===== config.mk =====
export PLATFORM = sky130hd
export DESIGN_NAME = utf8_display_width_truncate_core
export DESIGN_NICKNAME = d
export VERILOG_FILES = /design/src/hdl/utf8dw_pkg.sv /design/src/hdl/utf8dw_fifo.sv /design/src/hdl/utf8dw_decode.sv /design/src/hdl/utf8dw_meter.sv /design/src/hdl/utf8_display_width_truncate_core.sv
export SDC_FILE = /design/constraint.sdc
export NUM_CORES = 1
export LEC_CHECK = 0
export BUFFER_PORTS_ARGS = -buffer_cell sky130_fd_sc_hd__buf_2
export CAP_MARGIN = 20
export CORE_MARGIN = 8
export CORE_UTILIZATION = 45
export DETAILED_ROUTE_END_ITERATION = 16
export PLACE_DENSITY = 0.72
export SETUP_SLACK_MARGIN = 0.05
export SYNTH_ARGS = -nofsm -noshare
export SYNTH_HDL_FRONTEND = slang
export SYNTH_HIERARCHICAL = 1
export SYNTH_SLANG_ARGS = --single-unit

===== constraint.sdc =====
create_clock -name clk_i -period 7 [get_ports clk_i]
set_input_delay 2.1 -clock clk_i [delete_from_list [all_inputs] [get_ports clk_i]]
set_output_delay 2.1 -clock clk_i [all_outputs]
set_load 0.01 [all_outputs]

===== src/hdl/utf8dw_pkg.sv =====
// Shared types, constants and the character width classifier for the UTF-8 width meter.
`default_nettype none
package utf8dw_pkg;

  localparam int unsigned CpW   = 21;
  localparam int unsigned PosW  = 16;
  localparam int unsigned ColW  = 16;
  localparam int unsigned WidW  = 2;

  localparam logic [ColW-1:0] MaxColumnsReset = 16'd80;

  localparam logic [7:0] Lead2Mask = 8'h1F;
  localparam logic [7:0] Lead3Mask = 8'h0F;
  localparam logic [7:0] Lead4Mask = 8'h07;
  localparam logic [7:0] ContMask  = 8'h3F;

  localparam logic [WidW-1:0] WidthZero   = 2'd0;
  localparam logic [WidW-1:0] WidthSingle = 2'd1;
  localparam logic [WidW-1:0] WidthDouble = 2'd2;

  // One decoded character handed from the decoder to the meter.
  typedef struct packed {
    logic [CpW-1:0]  cp;
    logic [PosW-1:0] offset;
    logic [PosW-1:0] bytes_after;
    logic            incomplete;
    logic            last;
  } char_t;

  // One finished result as shown on the output ports.
  typedef struct packed {
    logic [CpW-1:0]  cp;
    logic [WidW-1:0] width;
    logic [ColW-1:0] column_after;
    logic [PosW-1:0] char_offset;
    logic            fits;
    logic [PosW-1:0] cut_offset;
    logic            incomplete;
    logic            last;
  } result_t;

  function automatic logic [WidW-1:0] width_of(input logic [CpW-1:0] cp);
    logic [WidW-1:0] w;
    w = WidthSingle;
    if (cp < 21'h20 || cp == 21'h7F) begin
      w = WidthZero;
    end else if ((cp >= 21'h4E00  && cp <= 21'h9FFF)  ||
                 (cp >= 21'h3400  && cp <= 21'h4DBF)  ||
                 (cp >= 21'hF900  && cp <= 21'hFAFF)  ||
                 (cp >= 21'hFF01  && cp <= 21'hFF60)  ||
                 (cp >= 21'hFFE0  && cp <= 21'hFFE6)  ||
                 (cp >= 21'hAC00  && cp <= 21'hD7AF)  ||
                 (cp >= 21'h20000 && cp <= 21'h2FA1F)) begin
      w = WidthDouble;
    end
    return w;
  endfunction

endpackage
`default_nettype wire


===== src/hdl/utf8dw_fifo.sv =====
// Small synchronous queue built from registers, used between the pipeline parts.
`default_nettype none
module utf8dw_fifo #(
  parameter int Width = 8,
  parameter int Depth = 2
) (
  input  wire logic             clk_i,
  input  wire logic             rst_ni,
  input  wire logic             push_i,
  input  wire logic [Width-1:0] data_i,
  output      logic             full_o,
  input  wire logic             pop_i,
  output      logic [Width-1:0] data_o,
  output      logic             empty_o
);

  localparam int PtrW = (Depth > 1) ? $clog2(Depth) : 1;
  localparam int CntW = $clog2(Depth + 1);

  logic [Width-1:0] mem_q [Depth];
  logic [PtrW-1:0]  wr_ptr_q, wr_ptr_d;
  logic [PtrW-1:0]  rd_ptr_q, rd_ptr_d;
  logic [CntW-1:0]  count_q, count_d;
  logic             do_push, do_pop;

  assign full_o  = (count_q == CntW'(Depth));
  assign empty_o = (count_q == '0);
  assign do_push = push_i && !full_o;
  assign do_pop  = pop_i && !empty_o;
  assign data_o  = mem_q[rd_ptr_q];

  always_comb begin
    wr_ptr_d = wr_ptr_q;
    rd_ptr_d = rd_ptr_q;
    count_d  = count_q;
    if (do_push) begin
      wr_ptr_d = (wr_ptr_q == PtrW'(Depth - 1)) ? '0 : wr_ptr_q + 1'b1;
    end
    if (do_pop) begin
      rd_ptr_d = (rd_ptr_q == PtrW'(Depth - 1)) ? '0 : rd_ptr_q + 1'b1;
    end
    if (do_push && !do_pop) begin
      count_d = count_q + 1'b1;
    end else if (do_pop && !do_push) begin
      count_d = count_q - 1'b1;
    end
  end

  always_ff @(posedge clk_i or negedge rst_ni) begin
    if (!rst_ni) begin
      wr_ptr_q <= '0;
      rd_ptr_q <= '0;
      count_q  <= '0;
    end else begin
      wr_ptr_q <= wr_ptr_d;
      rd_ptr_q <= rd_ptr_d;
      count_q  <= count_d;
    end
  end

  always_ff @(posedge clk_i) begin
    if (do_push) begin
      mem_q[wr_ptr_q] <= data_i;
    end
  end

endmodule
`default_nettype wire


===== src/hdl/utf8dw_decode.sv =====
// Front part: lenient UTF-8 decoder; tracks byte offsets, emits whole or truncated chars.
`default_nettype none
module utf8dw_decode #(
  parameter int MaxTextBytes = 65535
) (
  input  wire logic               clk_i,
  input  wire logic               rst_ni,
  input  wire logic               valid_i,
  input  wire logic [7:0]         in_byte_i,
  input  wire logic               end_of_text_i,
  output      logic               char_valid_o,
  output      utf8dw_pkg::char_t  char_o
);

  logic [utf8dw_pkg::CpW-1:0]  acc_q, acc_d, acc_upd;
  logic [1:0]                  rem_q, rem_d, rem_upd;
  logic [utf8dw_pkg::PosW-1:0] pos_q, pos_d, pos_upd;
  logic [utf8dw_pkg::PosW-1:0] start_q, start_d, start_upd;
  logic                        done, part;
  logic [utf8dw_pkg::CpW-1:0]  cp;

  always_comb begin
    acc_upd   = acc_q;
    rem_upd   = rem_q;
    start_upd = start_q;
    done      = 1'b0;
    part      = 1'b0;
    cp        = '0;

    if (rem_q == 2'd0) begin
      start_upd = pos_q;
      if (!in_byte_i[7]) begin
        cp   = {13'd0, in_byte_i};
        done = 1'b1;
      end else if (in_byte_i[7:5] == 3'b110) begin
        acc_upd = {13'd0, in_byte_i & utf8dw_pkg::Lead2Mask};
        rem_upd = 2'd1;
      end else if (in_byte_i[7:4] == 4'b1110) begin
        acc_upd = {13'd0, in_byte_i & utf8dw_pkg::Lead3Mask};
        rem_upd = 2'd2;
      end else if (in_byte_i[7:3] == 5'b11110) begin
        acc_upd = {13'd0, in_byte_i & utf8dw_pkg::Lead4Mask};
        rem_upd = 2'd3;
      end else begin
        // Stray continuation or invalid lead byte stands for itself.
        cp   = {13'd0, in_byte_i};
        done = 1'b1;
      end
    end else begin
      acc_upd = {acc_q[utf8dw_pkg::CpW-7:0], in_byte_i[5:0]};
      rem_upd = rem_q - 2'd1;
      if (rem_upd == 2'd0) begin
        cp   = acc_upd;
        done = 1'b1;
      end
    end

    pos_upd = (pos_q < utf8dw_pkg::PosW'(MaxTextBytes)) ? pos_q + 1'b1 : pos_q;

    // A sequence cut short by the end of text yields its partial value.
    if (!done && end_of_text_i) begin
      cp   = acc_upd;
      part = 1'b1;
      done = 1'b1;
    end

    acc_d   = acc_q;
    rem_d   = rem_q;
    pos_d   = pos_q;
    start_d = start_q;
    if (valid_i) begin
      acc_d   = done ? '0 : acc_upd;
      rem_d   = done ? 2'd0 : rem_upd;
      pos_d   = pos_upd;
      start_d = start_upd;
      if (end_of_text_i) begin
        pos_d   = '0;
        start_d = '0;
      end
    end
  end

  assign char_valid_o       = valid_i && done;
  assign char_o.cp          = cp;
  assign char_o.offset      = start_upd;
  assign char_o.bytes_after = pos_upd;
  assign char_o.incomplete  = part;
  assign char_o.last        = end_of_text_i;

  always_ff @(posedge clk_i or negedge rst_ni) begin
    if (!rst_ni) begin
      acc_q   <= '0;
      rem_q   <= '0;
      pos_q   <= '0;
      start_q <= '0;
    end else begin
      acc_q   <= acc_d;
      rem_q   <= rem_d;
      pos_q   <= pos_d;
      start_q <= start_d;
    end
  end

endmodule
`default_nettype wire


===== src/hdl/utf8dw_meter.sv =====
// Back part: classifies character width, keeps the column total and finds the cut.
`default_nettype none
module utf8dw_meter #(
  parameter int MaxTextBytes = 65535
) (
  input  wire logic                        clk_i,
  input  wire logic                        rst_ni,
  input  wire logic                        valid_i,
  input  wire utf8dw_pkg::char_t           char_i,
  input  wire logic [utf8dw_pkg::ColW-1:0] max_columns_i,
  output      utf8dw_pkg::result_t         result_o
);

  logic [utf8dw_pkg::ColW-1:0] total_q, total_d, total_upd;
  logic                        cut_seen_q, cut_seen_d, cut_seen_upd;
  logic [utf8dw_pkg::PosW-1:0] cut_pos_q, cut_pos_d, cut_pos_upd;
  logic [utf8dw_pkg::WidW-1:0] w;
  logic [utf8dw_pkg::ColW:0]   sum;
  logic                        fits;

  always_comb begin
    w            = utf8dw_pkg::width_of(char_i.cp);
    sum          = {1'b0, total_q} + {{(utf8dw_pkg::ColW - 1){1'b0}}, w};
    fits         = 1'b0;
    cut_seen_upd = cut_seen_q;
    cut_pos_upd  = cut_pos_q;
    if (!cut_seen_q) begin
      if (sum > {1'b0, max_columns_i}) begin
        cut_seen_upd = 1'b1;
        cut_pos_upd  = char_i.offset;
      end else begin
        fits = 1'b1;
      end
    end
    total_upd = (sum > (utf8dw_pkg::ColW + 1)'(MaxTextBytes)) ?
                utf8dw_pkg::ColW'(MaxTextBytes) : sum[utf8dw_pkg::ColW-1:0];

    total_d    = total_q;
    cut_seen_d = cut_seen_q;
    cut_pos_d  = cut_pos_q;
    if (valid_i) begin
      if (char_i.last) begin
        total_d    = '0;
        cut_seen_d = 1'b0;
        cut_pos_d  = '0;
      end else begin
        total_d    = total_upd;
        cut_seen_d = cut_seen_upd;
        cut_pos_d  = cut_pos_upd;
      end
    end
  end

  assign result_o.cp           = char_i.cp;
  assign result_o.width        = w;
  assign result_o.column_after = total_upd;
  assign result_o.char_offset  = char_i.offset;
  assign result_o.fits         = fits;
  assign result_o.cut_offset   = cut_seen_upd ? cut_pos_upd : char_i.bytes_after;
  assign result_o.incomplete   = char_i.incomplete;
  assign result_o.last         = char_i.last;

  always_ff @(posedge clk_i or negedge rst_ni) begin
    if (!rst_ni) begin
      total_q    <= '0;
      cut_seen_q <= 1'b0;
      cut_pos_q  <= '0;
    end else begin
      total_q    <= total_d;
      cut_seen_q <= cut_seen_d;
      cut_pos_q  <= cut_pos_d;
    end
  end

endmodule
`default_nettype wire


===== src/hdl/utf8_display_width_truncate_core.sv =====
// UTF-8 display width meter with truncation cut: top level.
//
// Usage: text bytes enter through a queue-style port. A byte is taken at a
// clock edge where push is high and full is low; end_of_text_i marks the final
// byte of a text. Results leave through a second queue-style port: while empty
// is low the oldest result is on the output ports, and pop at such an edge
// removes it. One result is produced per completed character, and one for the
// final byte of a text even if its sequence was cut short.
// Throughput is one byte per cycle while full is low; the decoder and the meter
// work combinationally on their state. A byte that completes a character goes
// into the character queue at the edge that takes it; a later edge, with the
// result queue not full, moves it through the meter into the result queue.
// When pop stays low the result queue fills, the meter stops draining the
// character queue, and full rises once both two-entry queues are full.
// Reset clears both queues, the decoder and meter state, and loads the column
// budget with 80. The budget is written through cfg_we_i and cfg_wdata_i; the
// user must write it only while no text is in flight, which the block does not
// enforce. After the final byte of a text all per-text state returns to zero.
`default_nettype none
module utf8_display_width_truncate_core #(
  parameter int MaxTextBytes = 65535
) (
  input  wire logic        clk_i,
  input  wire logic        rst_ni,
  input  wire logic        cfg_we_i,
  input  wire logic [15:0] cfg_wdata_i,
  input  wire logic        push,
  output      logic        full,
  input  wire logic [7:0]  in_byte_i,
  input  wire logic        end_of_text_i,
  output      logic        empty,
  input  wire logic        pop,
  output      logic [20:0] code_point_o,
  output      logic [1:0]  char_width_o,
  output      logic [15:0] column_after_o,
  output      logic [15:0] char_offset_o,
  output      logic        char_fits_o,
  output      logic [15:0] cut_offset_o,
  output      logic        incomplete_o,
  output      logic        text_last_o
);

  localparam int QueueDepth = 2;

  logic [utf8dw_pkg::ColW-1:0] max_columns_q;
  logic                        in_take;
  logic                        char_valid;
  utf8dw_pkg::char_t           char_dec, char_head;
  logic                        mid_empty;
  logic                        out_full;
  logic                        xfer;
  utf8dw_pkg::result_t         result_new, result_head;

  always_ff @(posedge clk_i or negedge rst_ni) begin
    if (!rst_ni) begin
      max_columns_q <= utf8dw_pkg::MaxColumnsReset;
    end else if (cfg_we_i) begin
      max_columns_q <= cfg_wdata_i;
    end
  end

  assign in_take = push && !full;

  utf8dw_decode #(
    .MaxTextBytes(MaxTextBytes)
  ) u_decode (
    .clk_i        (clk_i),
    .rst_ni       (rst_ni),
    .valid_i      (in_take),
    .in_byte_i    (in_byte_i),
    .end_of_text_i(end_of_text_i),
    .char_valid_o (char_valid),
    .char_o       (char_dec)
  );

  utf8dw_fifo #(
    .Width($bits(utf8dw_pkg::char_t)),
    .Depth(QueueDepth)
  ) u_char_queue (
    .clk_i  (clk_i),
    .rst_ni (rst_ni),
    .push_i (char_valid),
    .data_i (char_dec),
    .full_o (full),
    .pop_i  (xfer),
    .data_o (char_head),
    .empty_o(mid_empty)
  );

  assign xfer = !mid_empty && !out_full;

  utf8dw_meter #(
    .MaxTextBytes(MaxTextBytes)
  ) u_meter (
    .clk_i        (clk_i),
    .rst_ni       (rst_ni),
    .valid_i      (xfer),
    .char_i       (char_head),
    .max_columns_i(max_columns_q),
    .result_o     (result_new)
  );

  utf8dw_fifo #(
    .Width($bits(utf8dw_pkg::result_t)),
    .Depth(QueueDepth)
  ) u_result_queue (
    .clk_i  (clk_i),
    .rst_ni (rst_ni),
    .push_i (xfer),
    .data_i (result_new),
    .full_o (out_full),
    .pop_i  (pop),
    .data_o (result_head),
    .empty_o(empty)
  );

  assign code_point_o   = result_head.cp;
  assign char_width_o   = result_head.width;
  assign column_after_o = result_head.column_after;
  assign char_offset_o  = result_head.char_offset;
  assign char_fits_o    = result_head.fits;
  assign cut_offset_o   = result_head.cut_offset;
  assign incomplete_o   = result_head.incomplete;
  assign text_last_o    = result_head.last;

endmodule
`default_nettype wire


==> metrics.txt <==
# TYPE chip_impl_metric gauge
chip_impl_metric{name="multi_input_gate_area_in_the_final_layout",unit="µm²"} 5920
chip_impl_metric{name="dp_cells",unit=""} 1796
chip_impl_info{name="run_status",value="finished, final reports clean"} 1
chip_impl_metric{name="clock_pin_slew_worst_setup_and_hold_paths",unit="ns"} 0.06
chip_impl_metric{name="timing.final.max_slew_violations",unit=""} 0
chip_impl_info{name="worst_path_max_delay_cell",value="a2111oi_1"} 1
chip_impl_metric{name="yosys.cell_types.count",unit=""} 77
chip_impl_info{name="synth_flop_cell",value="edfxtp_1"} 1
chip_impl_metric{name="vias_per_cell",unit=""} 5.55
chip_impl_metric{name="sequential_cell_area",unit="µm²"} 10400
chip_impl_metric{name="timing.final.hold_violations",unit=""} 0
chip_impl_metric{name="vias_in_the_first_global_route",unit=""} 10300
chip_impl_metric{name="synth_enable_flop_cells",unit=""} 258
chip_impl_metric{name="grt_max_degree",unit=""} 75
chip_impl_metric{name="finalWorstPathRequiredPeriod",unit="ns"} 6.47
chip_impl_metric{name="finalClockSkew",unit="ns"} 0.0121
chip_impl_metric{name="peakVddDrop",unit="mV"} 0.229
chip_impl_metric{name="synth.avg_cell_area",unit="µm²"} 13.6
chip_impl_metric{name="fin_hold_ws",unit="ns"} 0.501
chip_impl_metric{name="htreeDepth",unit=""} 2
chip_impl_info{name="mostFrequentLayoutCells",value="edfxtp_1, buf_2, dfrtp_1"} 1
chip_impl_metric{name="detail-route-antenna-nets",unit=""} 0
chip_impl_metric{name="core_area",unit="µm²"} 38300
chip_impl_info{name="hold_path_class",value="reg2reg"} 1
chip_impl_metric{name="arrival_time_at_the_worst_endpoint",unit="ns"} 6.88
chip_impl_metric{name="async_flop_share",unit="%"} 29.1
chip_impl_metric{name="dieHeight",unit="µm"} 212
chip_impl_metric{name="total_die_area",unit="µm²"} 45000
chip_impl_metric{name="setup_violations",unit=""} 0
chip_impl_metric{name="slowest_delay",unit="ns"} 0.60
chip_impl_metric{name="tritoncts_num_sinks",unit=""} 364
chip_impl_metric{name="grt-ovfl-total",unit=""} 0
chip_impl_metric{name="layout.core_utilization",unit="%"} 50.1
chip_impl_metric{name="yosysWarnings",unit=""} 6
chip_impl_metric{name="cts_inserted_buffers",unit=""} 36
chip_impl_metric{name="worst_ep_required_time",unit="ns"} 7.41
chip_impl_metric{name="effective_utilization_at_floorplan",unit="%"} 45.2
chip_impl_metric{name="dp.final_hpwl",unit="µm"} 24200
chip_impl_metric{name="post_route_cells_drive_above_1_share",unit="%"} 27.0
chip_impl_metric{name="drt_first_pass_iters",unit=""} 5
chip_impl_metric{name="gpl.final_weighted_congestion",unit=""} 0.865
chip_impl_metric{name="fin_tns_setup",unit="ns"} 0
chip_impl_metric{name="layout.filler_cells",unit=""} 3166
chip_impl_info{name="cp-end-kind",value="flip-flop"} 1
chip_impl_metric{name="area_overhead_of_the_layout_relative_to_synthesis",unit="%"} 10.7
chip_impl_metric{name="ctsLongestPathBuffers",unit=""} 3
chip_impl_metric{name="final.period_utilization",unit="%"} 92.4
chip_impl_metric{name="slew_at_the_pin_closest_to_its_max_slew_limit",unit="ns"} 0.970
chip_impl_metric{name="number_of_max_cap_violations",unit=""} 0
chip_impl_metric{name="leakage",unit="nW"} 7.62
chip_impl_metric{name="drc_errors",unit=""} 0
chip_impl_info{name="cts-root-buf",value="clkbuf_16"} 1
chip_impl_metric{name="total_detailed_routing_wirelength",unit="µm"} 36300
chip_impl_metric{name="grtUsageTotal",unit="%"} 16.0
chip_impl_metric{name="power_density",unit="nW/µm²"} 446
chip_impl_metric{name="synthesis.nets",unit=""} 1327
chip_impl_metric{name="wire_length_of_the_first_global_routing_pass",unit="µm"} 57300
chip_impl_metric{name="slew_headroom",unit="%"} 35.3
chip_impl_metric{name="fp.dieW",unit="µm"} 212
chip_impl_metric{name="maxClockFrequency",unit="MHz"} 155
chip_impl_info{name="rsz0062_at_grt",value="no"} 1
chip_impl_info{name="layout.cells.most_common",value="edfxtp_1"} 1
chip_impl_metric{name="seq_area_frac_synth",unit="%"} 60.1
chip_impl_metric{name="synthesis.area",unit="µm²"} 17300
chip_impl_info{name="worst_setup_path_start_kind",value="flip-flop"} 1
chip_impl_metric{name="finish.cell_count_without_fillers",unit=""} 1866
chip_impl_metric{name="post_cts_hold_buffers",unit=""} 0
chip_impl_metric{name="io_buffer_count",unit=""} 105
chip_impl_metric{name="wl_per_cell",unit="µm"} 19.5
chip_impl_info{name="cts_tree",value="done"} 1
chip_impl_metric{name="finish.net_count",unit=""} 1370
chip_impl_metric{name="critPathMaxFanout",unit=""} 33
chip_impl_metric{name="clock_insertion_delay_at_the_later_pin_of_the_skew_report",unit="ns"} 0.52
chip_impl_metric{name="num_rows",unit=""} 72
chip_impl_metric{name="drt_iter0_drc",unit=""} 809
chip_impl_metric{name="via_count",unit=""} 10400
chip_impl_metric{name="ys_seq_elements",unit=""} 364
chip_impl_metric{name="io_pins",unit=""} 106
chip_impl_info{name="setup.worst_path.class",value="reg2reg"} 1
chip_impl_metric{name="antenna_found_initial",unit=""} 4
chip_impl_info{name="crit_path_cell_trace",value="buf_4 -> mux2_2 -> nor3_1 -> a31o_2 -> a32oi_1 -> a21oi_1 -> a211oi_1 -> a211oi_1 -> ha_1 -> fa_1 -> nand2_1 -> nor3_4 -> and3_1 -> and3_1 -> xor2_1 -> ha_1 -> a21oi_1 -> nor2b_1 -> a2111oi_1 -> and4_4 -> nor2_2 -> o311ai_1"} 1
chip_impl_metric{name="postSynthCellCount",unit=""} 1275
report_power, final:
| group | switching, mW | internal (mW) |
|---|---|---|
| clock | 0.802 | 1.23 |
| combinational | 1.65 | 1.27 |
| sequential | 0.358 | 3.25 |
final timing paths:
path / from / end / slack, ns / cells after the start
worst min-delay path: u_decode/acc_q[10] / u_decode/acc_q[10] / 0.50 / 1
max in group asynchronous: rst_ni / u_decode/acc_q[10] / 4.13 / 2
worst min register to register: u_decode/acc_q[10] / u_decode/acc_q[10] / 0.50 / 1
worst max-delay path: u_char_queue/rd_ptr_q / u_meter/cut_pos_q[14] / 0.53 / 22
worst max register to register: u_char_queue/rd_ptr_q / u_meter/cut_pos_q[14] / 0.53 / 22
min in group asynchronous: rst_ni / u_result_queue/count_q[0] / 1.64 / 1
what timing repair did:
action	CTS	global route
endpoints found under the setup margin	0	2
setup buffers	0	0
resized for setup	0	1
layer usage:
layer / vias to the layer above / part of all wire (%) / track usage, %
met5: - / 0.094 / 0
met2: 299 / 48 / 26.7
li1: 4791 / - / -
met3: 63 / 5.6 / 2.92
met4: 6 / 2.2 / 4.96
met1: 5198 / 44 / 20.9
registers in the layout (all words and copies together), names as in the netlist:
name,flops
u_char_queue/count_q,2
u_meter/total_q,16
u_result_queue/mem_q,148
u_decode/acc_q,15
u_char_queue/rd_ptr_q,1
u_char_queue/mem_q,110
u_result_queue/wr_ptr_q,1
u_decode/pos_q,16
u_meter/cut_seen_q,1
u_result_queue/rd_ptr_q,1
u_decode/start_q,16
u_char_queue/wr_ptr_q,1
max_columns_q,16
u_meter/cut_pos_q,16
u_decode/rem_q,2
u_result_queue/count_q,2
cell usage after synthesis (12+ instances only):
cell type / number / area (µm²)
buf_2: 16 / 80.1
inv_1: 71 / 267
a31oi_1: 26 / 163
o311ai_1: 17 / 149
buf_4: 46 / 345
ha_1: 21 / 263
mux2_4: 100 / 1500
nand2_1: 51 / 191
nor2b_1: 28 / 175
mux2_2: 62 / 698
nor2_1: 59 / 221
xnor2_1: 26 / 228
a22o_1: 32 / 280
o21ai_0: 27 / 135
clkbuf_1: 34 / 128
nor3_1: 12 / 60.1
nand3_1: 46 / 230
edfxtp_1: 258 / 7750
o22ai_1: 14 / 87.6
buf_6: 14 / 158
or4_1: 18 / 135
dfrtp_1: 104 / 2600
a21oi_1: 33 / 165
nand2b_1: 28 / 175
cells by family after synthesis:
kind of cell / synth area share [%]
and+or+nand+nor: 9.24
muxes: 12.8
adders and majority gates: 1.63
xor gates and xnor gates: 1.77
DFF: 60.1
buffers and inverters: 5.90
AOI/OAI and AO/OA: 8.55
final cells by class:
class	count	share of cell area, %
diodes	2	0.0261
clock buffers	45	5.14
clock inverters	21	1.39
inverters	72	1.41
multi-input cells	723	30.9
flip-flops and latches	364	54.3
well taps	518	3.38
repair buffers	121	3.50
metrics by stage:
step	area [µm²]	total power [mW]	worst slack [ns]
3_5_place_dp	17900	6.57	0.458
5_1_grt	19200	8.98	0.117
4_1_cts	19100	8.62	0.446
3_3_place_gp	17900	6.48	0.769
2_1_floorplan	17300	5.81	1.06
6_report	19200	8.56	0.533
worst max-delay path: cells and delay by family (launching register included):
family	cells	cell delay, ns
buffers and inverters	1	0.32
flip-flops	1	0.52
adder cells (fa/ha/maj)	3	0.85
AND/OR/NAND/NOR	8	2.09
XOR/XNOR	1	0.21
multiplexers	1	0.42
AO/OA/AOI/OAI	8	1.95
No activity file was read; power rests on OpenSTA's default activity.
